[src/hw/rtl/dsrc_pkg.sv]
// Shared constants and types for the drive speed ramp controller.
`default_nettype none

package dsrc_pkg;

    localparam int FREQ_W     = 16;
    localparam int DIV_W      = 30;
    localparam int DIV_CNT_W  = $clog2(DIV_W + 1);
    localparam int SPEED_SHIFT = 14;

    localparam logic [FREQ_W-1:0] MAX_FLOOR    = 16'd100;
    localparam logic [FREQ_W-1:0] MAX_DEFAULT  = 16'd5000;
    localparam logic [FREQ_W-1:0] TIME_DEFAULT = 16'd100;
    localparam logic [FREQ_W-1:0] MIN_DEFAULT  = 16'd0;

    localparam logic [2:0] CMD_DECEL = 3'd1;
    localparam logic [2:0] CMD_HOLD  = 3'd2;
    localparam logic [2:0] CMD_ACCEL = 3'd3;

    localparam int CW_RESET_BIT  = 7;
    localparam int CW_ENABLE_BIT = 10;

    localparam logic [1:0] REG_MAX_FREQ   = 2'd0;
    localparam logic [1:0] REG_MIN_FREQ   = 2'd1;
    localparam logic [1:0] REG_ACCEL_TIME = 2'd2;
    localparam logic [1:0] REG_DECEL_TIME = 2'd3;

    localparam logic [14:0] SCALED_SAT  = 15'd32767;
    localparam logic [7:0]  VOLTS_SAT   = 8'd255;
    localparam logic [5:0]  CURRENT_SAT = 6'd63;
    localparam logic [7:0]  VOLTS_GAIN   = 8'd220;
    localparam logic [5:0]  CURRENT_GAIN = 6'd50;

    typedef struct packed {
        logic              start;
        logic [DIV_W-1:0]  dividend;
        logic [FREQ_W-1:0] divisor;
    } div_req_t;

    typedef struct packed {
        logic             done;
        logic [DIV_W-1:0] quotient;
    } div_rsp_t;

endpackage

`default_nettype wire

[src/hw/rtl/dsrc_div.sv]
// Shared restoring divider that produces one quotient bit per cycle.
`default_nettype none

module dsrc_div (
    input  wire logic               aclk,
    input  wire logic               aresetn,
    input  wire dsrc_pkg::div_req_t req,
    output dsrc_pkg::div_rsp_t      rsp
);

    logic                              busy_reg;
    logic                              done_reg;
    logic [dsrc_pkg::DIV_CNT_W-1:0]    cnt_reg;
    logic [dsrc_pkg::FREQ_W-1:0]       rem_reg;
    logic [dsrc_pkg::DIV_W-1:0]        quo_reg;
    logic [dsrc_pkg::FREQ_W-1:0]       divisor_reg;

    logic [dsrc_pkg::FREQ_W:0] rem_shift;
    logic [dsrc_pkg::FREQ_W:0] rem_diff;
    logic                      fits;

    always_comb begin
        rem_shift = {rem_reg, quo_reg[dsrc_pkg::DIV_W-1]};
        rem_diff  = rem_shift - {1'b0, divisor_reg};
        fits      = rem_shift >= {1'b0, divisor_reg};
    end

    always_ff @(posedge aclk) begin
        if (!aresetn) begin
            busy_reg <= 1'b0;
            done_reg <= 1'b0;
            cnt_reg  <= '0;
        end else begin
            done_reg <= 1'b0;
            if (req.start) begin
                busy_reg <= 1'b1;
                cnt_reg  <= dsrc_pkg::DIV_CNT_W'(dsrc_pkg::DIV_W);
            end else if (busy_reg) begin
                cnt_reg <= cnt_reg - dsrc_pkg::DIV_CNT_W'(1);
                if (cnt_reg == dsrc_pkg::DIV_CNT_W'(1)) begin
                    busy_reg <= 1'b0;
                    done_reg <= 1'b1;
                end
            end
        end
    end

    always_ff @(posedge aclk) begin
        if (req.start) begin
            rem_reg     <= '0;
            quo_reg     <= req.dividend;
            divisor_reg <= req.divisor;
        end else if (busy_reg) begin
            rem_reg <= fits ? rem_diff[dsrc_pkg::FREQ_W-1:0] : rem_shift[dsrc_pkg::FREQ_W-1:0];
            quo_reg <= {quo_reg[dsrc_pkg::DIV_W-2:0], fits};
        end
    end

    assign rsp.done     = done_reg;
    assign rsp.quotient = quo_reg;

endmodule

`default_nettype wire

[src/hw/rtl/drive_speed_ramp_controller.sv]
// Top level of the drive speed ramp controller: sequencer, state and configuration.
//
//   Channel   Direction  Handshake            Payload
//   s_        in         s_valid / s_ready    frame, control word, speed ref, fault
//   m_        out        m_valid / m_ready    flags, telemetry, fault code, target
//   APB       in         psel/penable/pready  four 16-bit registers at 0x0..0xC
//
// A request passes through the idle, multiply and target states, two step divisions, the ramp
// state and three scaling divisions, all five on the shared divider (each loads its operands
// and then produces a 30-bit quotient), and the output state; s_ready is high only in idle.
// Reset is synchronous and active low and restores the register defaults.
// A finished result waits in the output registers while the next request is taken;
// the block stalls before its final load only when that result is still not taken.
`default_nettype none

module drive_speed_ramp_controller (
    input  wire logic        aclk,
    input  wire logic        aresetn,

    input  wire logic        s_valid,
    output logic             s_ready,
    input  wire logic        s_frame_valid,
    input  wire logic [15:0] s_control_word,
    input  wire logic signed [15:0] s_speed_ref,
    input  wire logic [15:0] s_fault_event,

    output logic             m_valid,
    input  wire logic        m_ready,
    output logic             m_fault_active,
    output logic             m_running,
    output logic             m_zero_speed,
    output logic             m_speed_reached,
    output logic             m_accelerating,
    output logic             m_decelerating,
    output logic [14:0]      m_actual_scaled,
    output logic [15:0]      m_output_freq_chz,
    output logic [7:0]       m_output_volts,
    output logic [5:0]       m_output_current_da,
    output logic [15:0]      m_fault_code_out,
    output logic [15:0]      m_target_freq_chz,

    input  wire logic        psel,
    input  wire logic        penable,
    input  wire logic        pwrite,
    input  wire logic [3:0]  paddr,
    input  wire logic [31:0] pwdata,
    output logic [31:0]      prdata,
    output logic             pready
);

    typedef enum logic [3:0] {
        ST_IDLE, ST_MUL, ST_TGT, ST_UP, ST_DN, ST_RAMP, ST_SCL, ST_VLT, ST_CUR, ST_OUT
    } state_t;

    typedef enum logic [1:0] {
        PH_STOPPED, PH_ON_TARGET, PH_UP, PH_DOWN
    } phase_t;

    logic [15:0] max_freq_reg;
    logic [15:0] min_freq_reg;
    logic [15:0] accel_time_reg;
    logic [15:0] decel_time_reg;

    state_t      state_reg;
    phase_t      phase_reg;
    logic [15:0] fault_code_reg;
    logic        prev_reset_reg;
    logic [15:0] target_reg;
    logic [15:0] cur_reg;

    logic        frame_reg;
    logic [15:0] cw_reg;
    logic [15:0] speed_reg;
    logic [15:0] fault_event_reg;
    logic [30:0] prod_reg;
    logic [15:0] up_reg;
    logic [15:0] dn_reg;
    logic [14:0] scaled_reg;
    logic [7:0]  volts_reg;
    logic [5:0]  amps_reg;

    logic        m_valid_reg;
    logic        m_fault_active_reg;
    logic        m_running_reg;
    logic        m_reached_reg;
    logic        m_accel_reg;
    logic        m_decel_reg;
    logic [14:0] m_scaled_reg;
    logic [15:0] m_freq_reg;
    logic [7:0]  m_volts_reg;
    logic [5:0]  m_amps_reg;
    logic [15:0] m_fault_code_reg;
    logic [15:0] m_target_reg;

    dsrc_pkg::div_req_t div_req_reg;
    dsrc_pkg::div_rsp_t div_rsp;

    logic [15:0] mx_eff;
    logic [15:0] tt_eff;
    logic [15:0] td_eff;
    logic [16:0] ref_raw;
    logic [15:0] ref_val;
    logic [15:0] target_frame;
    logic [15:0] fault_code_next;
    logic [15:0] target_next;
    logic [15:0] cur_next;
    phase_t      phase_next;
    logic [15:0] step_q;
    logic        out_free;
    logic        cfg_write;
    logic        div_start_next;

    dsrc_div u_div (
        .aclk    (aclk),
        .aresetn (aresetn),
        .req     (div_req_reg),
        .rsp     (div_rsp)
    );

    always_comb begin
        mx_eff  = (max_freq_reg < dsrc_pkg::MAX_FLOOR) ? dsrc_pkg::MAX_DEFAULT : max_freq_reg;
        tt_eff  = (accel_time_reg == 16'd0) ? dsrc_pkg::TIME_DEFAULT : accel_time_reg;
        td_eff  = (decel_time_reg == 16'd0) ? dsrc_pkg::TIME_DEFAULT : decel_time_reg;

        ref_raw = prod_reg[30:dsrc_pkg::SPEED_SHIFT];
        if (speed_reg[15]) begin
            ref_val = 16'd0;
        end else if (ref_raw > {1'b0, mx_eff}) begin
            ref_val = mx_eff;
        end else begin
            ref_val = ref_raw[15:0];
        end

        if (!cw_reg[dsrc_pkg::CW_ENABLE_BIT]) begin
            target_frame = 16'd0;
        end else begin
            case (cw_reg[2:0])
                dsrc_pkg::CMD_ACCEL: begin
                    target_frame = (ref_val != 16'd0 && ref_val < min_freq_reg) ?
                                   min_freq_reg : ref_val;
                end
                dsrc_pkg::CMD_DECEL: target_frame = min_freq_reg;
                dsrc_pkg::CMD_HOLD:  target_frame = cur_reg;
                default:             target_frame = 16'd0;
            endcase
        end

        fault_code_next = fault_code_reg;
        if (frame_reg && cw_reg[dsrc_pkg::CW_RESET_BIT] && !prev_reset_reg) begin
            fault_code_next = 16'd0;
        end
        if (fault_event_reg != 16'd0) begin
            fault_code_next = fault_event_reg;
        end
        if (fault_code_next != 16'd0) begin
            target_next = 16'd0;
        end else begin
            target_next = frame_reg ? target_frame : target_reg;
        end

        if (target_reg > cur_reg && (target_reg - cur_reg) > up_reg) begin
            cur_next   = cur_reg + up_reg;
            phase_next = PH_UP;
        end else if (cur_reg > target_reg && (cur_reg - target_reg) > dn_reg) begin
            cur_next   = cur_reg - dn_reg;
            phase_next = PH_DOWN;
        end else begin
            cur_next   = target_reg;
            phase_next = (target_reg == 16'd0) ? PH_STOPPED : PH_ON_TARGET;
        end

        if (div_rsp.quotient == '0) begin
            step_q = 16'd1;
        end else begin
            step_q = div_rsp.quotient[15:0];
        end

        case (state_reg)
            ST_TGT, ST_RAMP:       div_start_next = 1'b1;
            ST_UP, ST_SCL, ST_VLT: div_start_next = div_rsp.done;
            default:               div_start_next = 1'b0;
        endcase

        out_free  = !m_valid_reg || m_ready;
        cfg_write = psel && penable && pwrite;
    end

    always_ff @(posedge aclk) begin
        if (!aresetn) begin
            max_freq_reg   <= dsrc_pkg::MAX_DEFAULT;
            min_freq_reg   <= dsrc_pkg::MIN_DEFAULT;
            accel_time_reg <= dsrc_pkg::TIME_DEFAULT;
            decel_time_reg <= dsrc_pkg::TIME_DEFAULT;
        end else if (cfg_write) begin
            case (paddr[3:2])
                dsrc_pkg::REG_MAX_FREQ:   max_freq_reg   <= pwdata[15:0];
                dsrc_pkg::REG_MIN_FREQ:   min_freq_reg   <= pwdata[15:0];
                dsrc_pkg::REG_ACCEL_TIME: accel_time_reg <= pwdata[15:0];
                dsrc_pkg::REG_DECEL_TIME: decel_time_reg <= pwdata[15:0];
                default: ;
            endcase
        end
    end

    always_comb begin
        case (paddr[3:2])
            dsrc_pkg::REG_MAX_FREQ:   prdata = {16'd0, max_freq_reg};
            dsrc_pkg::REG_MIN_FREQ:   prdata = {16'd0, min_freq_reg};
            dsrc_pkg::REG_ACCEL_TIME: prdata = {16'd0, accel_time_reg};
            dsrc_pkg::REG_DECEL_TIME: prdata = {16'd0, decel_time_reg};
            default:                  prdata = 32'd0;
        endcase
    end

    assign pready = 1'b1;

    always_ff @(posedge aclk) begin
        if (!aresetn) begin
            state_reg         <= ST_IDLE;
            phase_reg         <= PH_STOPPED;
            fault_code_reg    <= 16'd0;
            prev_reset_reg    <= 1'b0;
            target_reg        <= 16'd0;
            cur_reg           <= 16'd0;
            m_valid_reg       <= 1'b0;
            div_req_reg.start <= 1'b0;
        end else begin
            div_req_reg.start <= div_start_next;
            if (state_reg == ST_OUT && out_free) begin
                m_valid_reg <= 1'b1;
            end else if (m_ready) begin
                m_valid_reg <= 1'b0;
            end
            case (state_reg)
                ST_IDLE: begin
                    if (s_valid) begin
                        frame_reg       <= s_frame_valid;
                        cw_reg          <= s_control_word;
                        speed_reg       <= s_speed_ref;
                        fault_event_reg <= s_fault_event;
                        state_reg       <= ST_MUL;
                    end
                end
                ST_MUL: begin
                    prod_reg  <= speed_reg[14:0] * mx_eff;
                    state_reg <= ST_TGT;
                end
                ST_TGT: begin
                    fault_code_reg <= fault_code_next;
                    target_reg     <= target_next;
                    if (frame_reg) begin
                        prev_reset_reg <= cw_reg[dsrc_pkg::CW_RESET_BIT];
                    end
                    div_req_reg.dividend <= dsrc_pkg::DIV_W'(mx_eff);
                    div_req_reg.divisor  <= tt_eff;
                    state_reg            <= ST_UP;
                end
                ST_UP: begin
                    if (div_rsp.done) begin
                        up_reg               <= step_q;
                        div_req_reg.dividend <= dsrc_pkg::DIV_W'(mx_eff);
                        div_req_reg.divisor  <= td_eff;
                        state_reg            <= ST_DN;
                    end
                end
                ST_DN: begin
                    if (div_rsp.done) begin
                        dn_reg    <= step_q;
                        state_reg <= ST_RAMP;
                    end
                end
                ST_RAMP: begin
                    cur_reg              <= cur_next;
                    phase_reg            <= phase_next;
                    div_req_reg.dividend <= {cur_next, 14'd0};
                    div_req_reg.divisor  <= mx_eff;
                    state_reg            <= ST_SCL;
                end
                ST_SCL: begin
                    if (div_rsp.done) begin
                        scaled_reg <= (div_rsp.quotient > dsrc_pkg::DIV_W'(dsrc_pkg::SCALED_SAT)) ?
                                      dsrc_pkg::SCALED_SAT : div_rsp.quotient[14:0];
                        div_req_reg.dividend <= dsrc_pkg::DIV_W'(cur_reg) *
                                                dsrc_pkg::DIV_W'(dsrc_pkg::VOLTS_GAIN);
                        div_req_reg.divisor  <= mx_eff;
                        state_reg            <= ST_VLT;
                    end
                end
                ST_VLT: begin
                    if (div_rsp.done) begin
                        volts_reg <= (div_rsp.quotient > dsrc_pkg::DIV_W'(dsrc_pkg::VOLTS_SAT)) ?
                                     dsrc_pkg::VOLTS_SAT : div_rsp.quotient[7:0];
                        div_req_reg.dividend <= dsrc_pkg::DIV_W'(cur_reg) *
                                                dsrc_pkg::DIV_W'(dsrc_pkg::CURRENT_GAIN);
                        div_req_reg.divisor  <= mx_eff;
                        state_reg            <= ST_CUR;
                    end
                end
                ST_CUR: begin
                    if (div_rsp.done) begin
                        amps_reg  <= (div_rsp.quotient > dsrc_pkg::DIV_W'(dsrc_pkg::CURRENT_SAT)) ?
                                     dsrc_pkg::CURRENT_SAT : div_rsp.quotient[5:0];
                        state_reg <= ST_OUT;
                    end
                end
                ST_OUT: begin
                    if (out_free) begin
                        m_fault_active_reg <= fault_code_reg != 16'd0;
                        m_running_reg      <= cur_reg > 16'd1;
                        m_reached_reg      <= phase_reg == PH_ON_TARGET && cur_reg > 16'd1;
                        m_accel_reg        <= phase_reg == PH_UP;
                        m_decel_reg        <= phase_reg == PH_DOWN;
                        m_scaled_reg       <= scaled_reg;
                        m_freq_reg         <= cur_reg;
                        m_volts_reg        <= volts_reg;
                        m_amps_reg         <= amps_reg;
                        m_fault_code_reg   <= fault_code_reg;
                        m_target_reg       <= target_reg;
                        state_reg          <= ST_IDLE;
                    end
                end
                default: state_reg <= ST_IDLE;
            endcase
        end
    end

    assign s_ready             = state_reg == ST_IDLE;
    assign m_valid             = m_valid_reg;
    assign m_fault_active      = m_fault_active_reg;
    assign m_running           = m_running_reg;
    assign m_zero_speed        = !m_running_reg;
    assign m_speed_reached     = m_reached_reg;
    assign m_accelerating      = m_accel_reg;
    assign m_decelerating      = m_decel_reg;
    assign m_actual_scaled     = m_scaled_reg;
    assign m_output_freq_chz   = m_freq_reg;
    assign m_output_volts      = m_volts_reg;
    assign m_output_current_da = m_amps_reg;
    assign m_fault_code_out    = m_fault_code_reg;
    assign m_target_freq_chz   = m_target_reg;

endmodule

`default_nettype wire
[config.mk]
export PLATFORM = sky130hd
export DESIGN_NAME = drive_speed_ramp_controller
export DESIGN_NICKNAME = d
export VERILOG_FILES = /design/src/hw/rtl/dsrc_pkg.sv /design/src/hw/rtl/dsrc_div.sv /design/src/hw/rtl/drive_speed_ramp_controller.sv
export SDC_FILE = /design/constraint.sdc
export NUM_CORES = 2
export LEC_CHECK = 0
export ABC_CLOCK_PERIOD_IN_PS = 12600
export BUFFER_PORTS_ARGS = -buffer_cell sky130_fd_sc_hd__buf_2
export CELL_PAD_IN_SITES_DETAIL_PLACEMENT = 1
export CELL_PAD_IN_SITES_GLOBAL_PLACEMENT = 1
export CORE_MARGIN = 5
export CORE_UTILIZATION = 53
export CTS_CLUSTER_SIZE = 30
export DETAILED_ROUTE_END_ITERATION = 6
export MAX_ROUTING_LAYER = met4
export PLACE_DENSITY_LB_ADDON = 0.15
export REMOVE_ABC_BUFFERS = 1
export SYNTH_ARGS = -nofsm -noshare
export SYNTH_HDL_FRONTEND = slang
export SYNTH_SLANG_ARGS = --single-unit
[constraint.sdc]
create_clock -name aclk -period 12.6 [get_ports aclk]
set_input_delay 0.63 -clock aclk [delete_from_list [all_inputs] [get_ports aclk]]
set_output_delay 0.63 -clock aclk [all_outputs]
set_load 0.03 [all_outputs]
==> results.sh <==
export IMPL_cts_tree="done"
export IMPL_clkLatencyLatePin_ns=0.61
export IMPL_max_freq_mhz=115.8
export IMPL_final_critical_path_setup_slack_ns=3.967
export IMPL_fp_coreArea_sq_um=62740
export IMPL_cts_inserted_buffers=49
export IMPL_met3RoutedLength_um=5460
export IMPL_total_leakage_power_uw=0.01604
export IMPL_final_hold_viol_count=0
export IMPL_setup_viol=0
export IMPL_maximum_number_of_pins_on_one_net_before_global_route_repair=75
export IMPL_async_reset_ff_frac=0
export IMPL_critPathRequiredTime_ns=12.95
export IMPL_post_cts_buffers=0
export IMPL_critical_path_top_cell_by_count="sky130_fd_sc_hd__fa_1"
export IMPL_effective_utilization_at_floorplan=0.5327
export IMPL_met2_length_um=54170
export IMPL_pwr_density_cell_nw_per_um2=114.3
export IMPL_grt_overflow=0
export IMPL_nets=4103
export IMPL_grtUsageTotal=0.3222
export IMPL_timing_hold_worst_path_depth=1
export IMPL_detail_route_wirelength_um=108400
export IMPL_antenna_found_initial=3
export IMPL_status="finished clean"
export IMPL_chipWidth_um=261.1
export IMPL_largest_register_ff_count=47
export IMPL_post_synth_num_cell_types=89
export IMPL_max_cap_violations=0
export IMPL_timing_reg2reg_setup_slack_ns=3.97
export IMPL_place_hpwl_um=82470
export IMPL_gp_routability_congestion=1.010
export IMPL_crit_slowest_cell="sky130_fd_sc_hd__dfxtp_1"
export IMPL_grt_setup_unrepaired="false"
export IMPL_detailroute_via_count=26338
export IMPL_final_antenna_net_count=0
export IMPL_grt_pass1_wl_um=165700
export IMPL_post_synth_inst_count=3347
export IMPL_boundaryPins=210
export IMPL_post_route_cells_drive_above_1_share=0.1147
export IMPL_number_of_global_route_vias_before_repair=28498
export IMPL_final_max_slew_viol_count=0
export IMPL_timing_final_crit_share=0.6852
export IMPL_synth_seq_area_share=0.3468
export IMPL_post_route_min_period_ns=8.633
export IMPL_tritoncts_sink_count=434
export IMPL_slew_limit_headroom=0.1781
export IMPL_hp_class="input port to flop"
export IMPL_route_detailed_vias_per_inst=6.062
export IMPL_postCtsResizedCells=0
export IMPL_yosys_register_bits=434
export IMPL_synth_flop_cell="sky130_fd_sc_hd__edfxtp_1"
export IMPL_io_buffer_count=163
export IMPL_die_height_um=261.1
export IMPL_drt_pass1_iterations=5
export IMPL_wire_per_inst_um=24.95
export IMPL_wirelength_met1_um=44100
export IMPL_post_synth_instance_area_sq_um=33420
export IMPL_max_clock_path_buffers=3
export IMPL_worst_path_largest_cell_delay_ns=0.72
export IMPL_postSynthAreaPerCell_sq_um=9.985
export IMPL_synthToLayoutAreaGrowth_pct=9.667
export IMPL_tightestPinTransition_ns=1.230
export IMPL_place_ws_ns=3.995
export IMPL_critical_path_max_fanout=40
export IMPL_synth_enable_flop_cells=290
export IMPL_cts_root_buffer_cell="sky130_fd_sc_hd__clkbuf_16"
export IMPL_critical_path_source_type="flop"
export IMPL_fin_worst_skew_ns=0.02108
export IMPL_drcViolationCount=0
export IMPL_cp_data_arrival_time_ns=8.99
export IMPL_cts_htree_levels=2
export IMPL_maxUsedRoutingLayer="met4"
export IMPL_worstRegToRegCells=25
export IMPL_synth_warnings=0
export IMPL_rows=92
export IMPL_critPathKind="flop to flop"
export IMPL_timing_critical_path_to_type="flop"
export IMPL_ir_worst_vdd_uv=106.9
export IMPL_drt_iter0_markers=1934
export IMPL_cts_hold_buffers_added=0
export IMPL_fin_tns_setup_ns=0
export IMPL_full_die_area_sq_um=68180
export IMPL_clk_transition_reported_paths_ns=0.06
==> cell families (layout without fill, tap and decap cells) <==
kind of cell,Yosys count,count (layout),synth area share
flip-flops,434,434,0.3468
buffers and inverters,581,714,0.06765
multiplexers,86,86,0.03313
other,2,21,0.0002247
AND/OR/NAND/NOR,971,971,0.1422
XOR/XNOR,109,109,0.02857
adder cells (fa/ha/maj),557,557,0.2613
AO/OA/AOI/OAI,607,607,0.1201
==> report_power, final <==
group          switching [uW]  leakage [uW]  total [uW]  internal (uW)
clock                     635      0.000787        1430            796
sequential               70.6       0.00364        1670           1600
combinational             624        0.0116        1080            459
==> placed cells by master, fill, tap and decap left out, types with 28 or more instances in the layout <==
| cell type | n |
|---|---|
| sky130_fd_sc_hd__buf_4 | 45 |
| sky130_fd_sc_hd__fa_1 | 235 |
| sky130_fd_sc_hd__and3_1 | 46 |
| sky130_fd_sc_hd__nor3_1 | 39 |
| sky130_fd_sc_hd__mux2i_1 | 33 |
| sky130_fd_sc_hd__nor4_1 | 33 |
| sky130_fd_sc_hd__and2_1 | 104 |
| sky130_fd_sc_hd__edfxtp_1 | 290 |
| sky130_fd_sc_hd__mux2_2 | 37 |
| sky130_fd_sc_hd__nand4_1 | 28 |
| sky130_fd_sc_hd__a21o_1 | 48 |
| sky130_fd_sc_hd__nor2b_1 | 28 |
| sky130_fd_sc_hd__nand2b_1 | 37 |
| sky130_fd_sc_hd__buf_2 | 163 |
| sky130_fd_sc_hd__inv_1 | 412 |
| sky130_fd_sc_hd__clkbuf_16 | 49 |
| sky130_fd_sc_hd__o21ai_0 | 108 |
| sky130_fd_sc_hd__ha_1 | 321 |
| sky130_fd_sc_hd__nand3_1 | 51 |
| sky130_fd_sc_hd__xor2_1 | 39 |
| sky130_fd_sc_hd__a21oi_1 | 170 |
| sky130_fd_sc_hd__nand2_1 | 353 |
| sky130_fd_sc_hd__a22oi_1 | 42 |
| sky130_fd_sc_hd__dfxtp_1 | 143 |
| sky130_fd_sc_hd__nor2_1 | 171 |
| sky130_fd_sc_hd__xnor2_1 | 70 |
==> stage by stage <==
step | util | std cells | hold slack [ns] | instance area [sq um] | power, uW
2_1_floorplan | - | 3196 | 0.4003 | 32770 | 2474
3_3_place_gp | 0.5583 | 4250 | 0.4014 | 35020 | 2707
3_5_place_dp | 0.5583 | 4250 | 0.4062 | 35020 | 2777
4_1_cts | 0.5840 | 4341 | 0.1663 | 36640 | 4207
5_1_grt | 0.5841 | 4343 | 0.1767 | 36650 | 4411
6_report | 0.5842 | 4345 | 0.1925 | 36650 | 4189
==> cell type report <==
class / instances / area, sq um
inverter: 415 / 1558
sequential: 434 / 11590
timing repair buffer: 208 / 1154
clock inverter: 24 / 201.4
fill: 7002 / 26090
multi-input combinational: 2347 / 19660
antenna: 4 / 10.01
tap: 846 / 1059
clock buffer: 67 / 1414
==> critical path, delay by kind of cell (launching register included) <==
| kind | cells | cell delay (ns) |
|---|---|---|
| adders and majority gates | 7 | 3.30 |
| AOI/OAI and AO/OA | 9 | 2.13 |
| and+or+nand+nor | 4 | 1.92 |
| DFF | 1 | 0.72 |
| buffers and inverters | 4 | 0.23 |
| xor gates and xnor gates | 1 | 0.08 |
==> Yosys cell counts (33+ instances only) <==
| cell type | number | share of area |
|---|---|---|
| sky130_fd_sc_hd__clkbuf_1 | 130 | 0.015 |
| sky130_fd_sc_hd__nor2_1 | 172 | 0.019 |
| sky130_fd_sc_hd__edfxtp_1 | 290 | 0.26 |
| sky130_fd_sc_hd__nor3_1 | 41 | 0.0061 |
| sky130_fd_sc_hd__a22oi_1 | 42 | 0.0094 |
| sky130_fd_sc_hd__o21ai_0 | 110 | 0.016 |
| sky130_fd_sc_hd__mux2i_1 | 33 | 0.0099 |
| sky130_fd_sc_hd__ha_1 | 321 | 0.12 |
| sky130_fd_sc_hd__mux2_2 | 37 | 0.012 |
| sky130_fd_sc_hd__nand3_1 | 51 | 0.0076 |
| sky130_fd_sc_hd__inv_1 | 413 | 0.046 |
| sky130_fd_sc_hd__nor4_1 | 34 | 0.0064 |
| sky130_fd_sc_hd__and2_1 | 104 | 0.019 |
| sky130_fd_sc_hd__and3_1 | 46 | 0.0086 |
| sky130_fd_sc_hd__xor2_1 | 39 | 0.010 |
| sky130_fd_sc_hd__xnor2_1 | 70 | 0.018 |
| sky130_fd_sc_hd__dfxtp_1 | 144 | 0.086 |
| sky130_fd_sc_hd__nand2b_1 | 37 | 0.0069 |
| sky130_fd_sc_hd__fa_1 | 235 | 0.14 |
| sky130_fd_sc_hd__a21o_1 | 48 | 0.011 |
| sky130_fd_sc_hd__a21oi_1 | 171 | 0.026 |
| sky130_fd_sc_hd__nand2_1 | 353 | 0.040 |
==> metal layers <==
metal / track usage / up-vias
li1: - / 11743
met1: 0.3973 / 13484
met2: 0.5476 / 842
met3: 0.04020 / 269
met4: 0.1213 / 0
met5: - / -
==> final timing paths <==
check | endpoint | start
min | speed_reg[11]$_DFFE_PP_ | s_speed_ref[11]
min reg2reg | m_actual_scaled[6]$_DFFE_PP_ | scaled_reg[6]$_SDFFCE_PN1P_
max reg2reg | prod_reg[30]$_DFFE_PP_ | max_freq_reg[4]$_SDFFE_PN0P_
max | prod_reg[30]$_DFFE_PP_ | max_freq_reg[4]$_SDFFE_PN0P_
(Power assumes the default switching activity.)
